## src/rtl/core/dtpm_pkg.sv

```systemverilog
// Shared types and constants for the deformed triangle point map.
`default_nettype none
package dtpm_pkg;

   localparam int IDX_BITS    = 11;
   localparam int CORNER_BITS = 10;
   localparam int CNT_BITS    = 12;
   localparam int TRI_BITS    = 3 * CORNER_BITS;
   localparam int WFRAC       = 30;
   localparam int QBITS       = WFRAC + 1;

   typedef enum logic [1:0] {
      REQ_REST   = 2'd0,
      REQ_DEF    = 2'd1,
      REQ_TRI    = 2'd2,
      REQ_QUERY  = 2'd3
   } dtpm_req_code_type;

   typedef enum logic [3:0] {
      ST_IDLE,
      ST_TRI,
      ST_VTX,
      ST_ISSUE,
      ST_WAIT,
      ST_STORE,
      ST_DG,
      ST_CHK,
      ST_DIVA,
      ST_DIVA_RUN,
      ST_DIVB,
      ST_DIVB_RUN,
      ST_WG,
      ST_OUT
   } dtpm_state_type;

   typedef struct packed {
      logic rest_we;
      logic def_we;
      logic tri_we;
      logic tri_re;
      logic vtx_re;
   } dtpm_mem_ctl_type;

   typedef struct packed {
      logic valid;
      logic neg;
      logic first;
   } dtpm_mac_ctl_type;

endpackage
`default_nettype wire

```

## src/rtl/core/dtpm_div.sv

```systemverilog
// Restoring divider giving floor(num * 2^30 / den) one quotient bit per cycle.
`default_nettype none
module dtpm_div import dtpm_pkg::*; #(
   parameter int DETW = 69
) (
   input  wire               clock,
   input  wire               reset,
   input  wire               start,
   input  wire  [DETW-1:0]   num,
   input  wire  [DETW-1:0]   den,
   output logic              busy,
   output logic [QBITS-1:0]  quot
);

   localparam int SW = $clog2(QBITS);

   logic              busy_ff;
   logic [SW-1:0]     step_ff;
   logic [DETW:0]     rem_ff;
   logic [DETW-1:0]   den_ff;
   logic [QBITS-1:0]  q_ff;
   logic [DETW:0]     trial;
   logic              ge;

   always_comb begin
      trial = (step_ff == '0) ? rem_ff : {rem_ff[DETW-1:0], 1'b0};
      ge    = trial >= {1'b0, den_ff};
   end

   always_ff @(posedge clock) begin
      if (reset) begin
         busy_ff <= 1'b0;
         step_ff <= '0;
      end else if (start) begin
         busy_ff <= 1'b1;
         step_ff <= '0;
      end else if (busy_ff) begin
         step_ff <= step_ff + SW'(1);
         if (step_ff == SW'(QBITS - 1)) begin
            busy_ff <= 1'b0;
         end
      end
   end

   always_ff @(posedge clock) begin
      if (start) begin
         rem_ff <= {1'b0, num};
         den_ff <= den;
         q_ff   <= '0;
      end else if (busy_ff) begin
         rem_ff <= ge ? trial - {1'b0, den_ff} : trial;
         q_ff   <= {q_ff[QBITS-2:0], ge};
      end
   end

   assign busy = busy_ff;
   assign quot = q_ff;

endmodule
`default_nettype wire

```

## config.mk

```make
export PLATFORM = sky130hd
export DESIGN_NAME = dtpm_div
export DESIGN_NICKNAME = d
export VERILOG_FILES = /design/src/rtl/core/dtpm_pkg.sv /design/src/rtl/core/dtpm_div.sv
export SDC_FILE = /design/constraint.sdc
export NUM_CORES = 1
export LEC_CHECK = 0
export BUFFER_PORTS_ARGS = -buffer_cell sky130_fd_sc_hd__buf_2
export CORE_UTILIZATION = 45
export DETAILED_ROUTE_END_ITERATION = 7
export PLACE_DENSITY_LB_ADDON = 0.12
export SYNTH_ARGS = -nofsm -noshare
export SYNTH_HDL_FRONTEND = slang
export SYNTH_SLANG_ARGS = --single-unit
```

## constraint.sdc

```tcl
create_clock -name clock -period 4.7 [get_ports clock]
set_input_delay 0.47 -clock clock [delete_from_list [all_inputs] [get_ports clock]]
set_output_delay 0.47 -clock clock [all_outputs]
set_load 0.01 [all_outputs]
```

==> impl_metrics.py <==
metrics = {
    "yosys": {
        "synthesis.yosys.warnings": 0,
        "synth.most_common_cell": "nand2_1",
        "synthFlopType": "edfxtp_1",
        "avgSynthCellArea_sq_um": 9.12,
        "synth_top_cell_by_area": "edfxtp_1",
        "ys_top_cells_by_count": "nand2_1 (140), edfxtp_1 (138), nor2_1 (116), a21oi_1 (114), inv_1 (97)",
        "synth-seq-cells": 176,
        "ys_types": 82,
        "syn_inst": 1384,
        "netlist_area_sq_um": 12600,
        "synth_edf_count": 138,
        "yosys.area.top_type_share_pct": 32.8,
        "synth_nets": 1598,
        "synth_area_leaders": "edfxtp_1 (33%), ha_1 (7.1%), mux2_2 (6.2%)",
        "async_flop_share_pct": 0,
        "synth.yosys.seq_area_share_pct": 38.8,
    },
    "die": {
        "dieHeight_um": 170,
        "placementRows": 60,
        "fp.coreArea_sq_um": 27300,
        "start_util_pct": 46.3,
        "dieWidth_um": 170,
        "io_pins": 173,
        "die_area_sq_um": 28700,
    },
    "place": {
        "dpl_cell_area_sq_um": 14100,
        "globalplace.congestion": 0.912,
        "placement.io_buffers": 172,
        "dp_hpwl_um": 25800,
    },
    "setup_path": {
        "crit_top_cell": "ha_1",
        "path_cells": "inv_1, ha_1, nor4b_4, buf_4, buf_12, mux2_2, ha_1, a21o_1, a31oi_1, o221ai_1, or3_1, a221oi_4, nand2_1, a21oi_2, o21ai_1, nor4_1, nor4_2",
        "setup.worst_path.class": "register to register",
        "r2r_cells": 17,
        "rrSetupSlack_ns": 0.19,
        "cp_num_cells": 17,
        "arrival_ns": 4.69,
        "end_kind": "register",
        "cp_top_family": "simple AND/OR/NAND/NOR gates",
        "endpoint": "rem_ff[56]",
        "path_max_fanout": 31,
        "required_ns": 4.88,
        "timing.rr.end": "rem_ff[56]",
        "crit_path_start_kind": "register",
        "cp_slowest_stage_delay_ns": 0.45,
        "critPathSlowestCell": "or3_1",
        "crit_buf_inv": 3,
        "cp-startpoint": "step_ff[0]",
        "timing.rr.start": "step_ff[0]",
    },
    "detailed_routing": {
        "num_vias": 11000,
        "drtAntennaViolNets": 0,
        "dr.pass1.iters": 6,
        "viasPerCell": 5.68,
        "drtIter0Drc": 961,
        "routedWlPerCell_um": 18.4,
        "totalWireLength_um": 35700,
        "drcViolationCount": 0,
    },
    "hold_path": {
        "hp-class": "primary input to register",
    },
    "run": {
        "maxCapViolCount": 0,
    },
    "global_route": {
        "antenna_found_initial": 0,
        "grt_start_max_net_pins": 96,
        "grt_pass1_wl_um": 56000,
        "grt_remaining_overflow": 0,
        "grt_usage_pct": 24.7,
        "grt_pass1_vias": 10800,
    },
    "timing": {
        "post-route-min-period_ns": 4.51,
        "final_hold_viol_count": 0,
        "setup_viol": 0,
        "tns_ns": 0,
        "max_slew.worst_pin.slew_ns": 1.07,
        "hold_ws_ns": 0.183,
        "min_period_over_period_pct": 95.9,
        "relSlewSlack_pct": 28.8,
        "clock_skew_ns": 0.0164,
        "final_max_slew_viol_count": 0,
        "max_freq_mhz": 222,
    },
    "clock_tree": {
        "cts_tree": "done",
        "cts_hold_buffers": 0,
        "numCtsBuffers": 17,
        "clock_sinks": 176,
        "htreeDepth": 4,
        "cts-root-buf": "clkbuf_16",
        "clk_pin_slew_ns": 0.09,
        "clock_latency_ns": 0.46,
        "clock_tree.buffer_depth": 2,
    },
    "layout": {
        "final_area_sq_um": 15100,
        "nets": 1773,
        "antenna_cells": 0,
        "area_growth_syn_to_layout_pct": 19.8,
        "drive_above_1_share_pct": 26.1,
    },
    "power_and_ir_drop": {
        "ir_drop_mv": 0.278,
        "power_frac_comb_pct": 55.4,
        "p_int_uw": 4600,
        "p_clk_share_pct": 18.2,
        "p_sw_share_pct": 42.9,
        "power_frac_seq_pct": 26.4,
        "power_switching_uw": 3460,
        "p_leak_uw": 0.00637,
        "power.density_nw_per_um2": 533,
    },
    "status": {
        "status": "finished, final reports clean",
    },
}
[final cells by class]
type	count	area, sq um
clock buffer	18	429
timing repair buffer	247	1560
sequential	176	4910
clock inverter	14	166
tap	372	465
inverter	97	365
fill	2513	12100
multi-input combinational	1020	7230
[power groups by stage]
stage / registers [uW] / clock network, uW / logic (uW)
6_report: 2130 / 1470 / 4460
3_5_place_dp: 2160 / 0 / 4160
3_3_place_gp: 2160 / 0 / 4160
4_1_cts: 2130 / 1500 / 4200
2_1_floorplan: 2110 / 0 / 3010
5_1_grt: 2160 / 1550 / 4890
[flip-flops by register name, indices dropped and copies added, names as in the netlist]
| register | count |
|---|---|
| step_ff | 5 |
| rem_ff | 70 |
| busy | 1 |
| den_ff | 69 |
| quot | 31 |
[worst reg2reg max path: cells and delay by family (launching register included)]
family          cells  cell delay, ns
simple gates        5            1.35
compound gates      6            1.23
buf+inv             3            0.47
fa+ha+maj           2            0.44
mux                 1            0.41
flops               1            0.35
[cells by family after synthesis]
| kind of cell | Yosys count | share of synthesized area, % |
|---|---|---|
| xor+xnor | 56 | 3.88 |
| fa+ha+maj | 73 | 7.29 |
| flops | 176 | 38.8 |
| simple gates | 403 | 15.0 |
| buf+inv | 188 | 6.02 |
| compound gates | 381 | 19.8 |
| mux | 107 | 9.18 |
[layer usage]
metal  part of all wire, %  GRT usage (%)  vias up
met5                     0              0        -
met4                   2.3           8.58        0
met3                   4.8           3.33       56
met2                    47           40.7      351
met1                    46           33.2     5254
li1                      -              -     5388
[through the flow]
step	total power [uW]	setup WS, ns	utilization [%]	cells
floorplan	5120	0.168	-	1384
finish	8060	0.191	55.5	1944
global route	8590	-0.0375	55.5	1944
detailed placement	6320	0.0667	51.8	1899
CTS	7820	0.0111	54.0	1931
global placement	6320	0.139	51.8	1899
[timing repair]
action,4_1_cts,5_1_grt
buffers inserted,0,11
setup endpoints to repair,0,42
gates resized for setup,0,51
[worst min path at each step]
stage | startpoint | endpoint | cells after the start
6_report | den[4] | den_ff[4] | 1
5_1_grt | den[4] | den_ff[4] | 1
4_1_cts | den[4] | den_ff[4] | 1
3_5_place_dp | quot[30] | quot[30] | 2
3_3_place_gp | quot[30] | quot[30] | 2
2_1_floorplan | quot[0] | quot[0] | 2
[cells in the final DEF (no fill, tap or decap), drive strengths merged, types with 13 or more instances in the layout]
cell / instances
o21a: 27
mux2: 70
o21bai: 17
a21o: 33
inv: 103
ha: 72
xor2: 30
buf: 245
nor2: 117
clkbuf: 20
o211ai: 16
nand2: 140
o21ai: 76
xnor2: 26
a31oi: 26
mux2i: 37
edfxtp: 138
dfxtp: 38
nand4: 35
nand3: 19
nor4: 13
a21oi: 117
nor3: 27
a211oi: 13
Power figures use the tool's default switching activity.
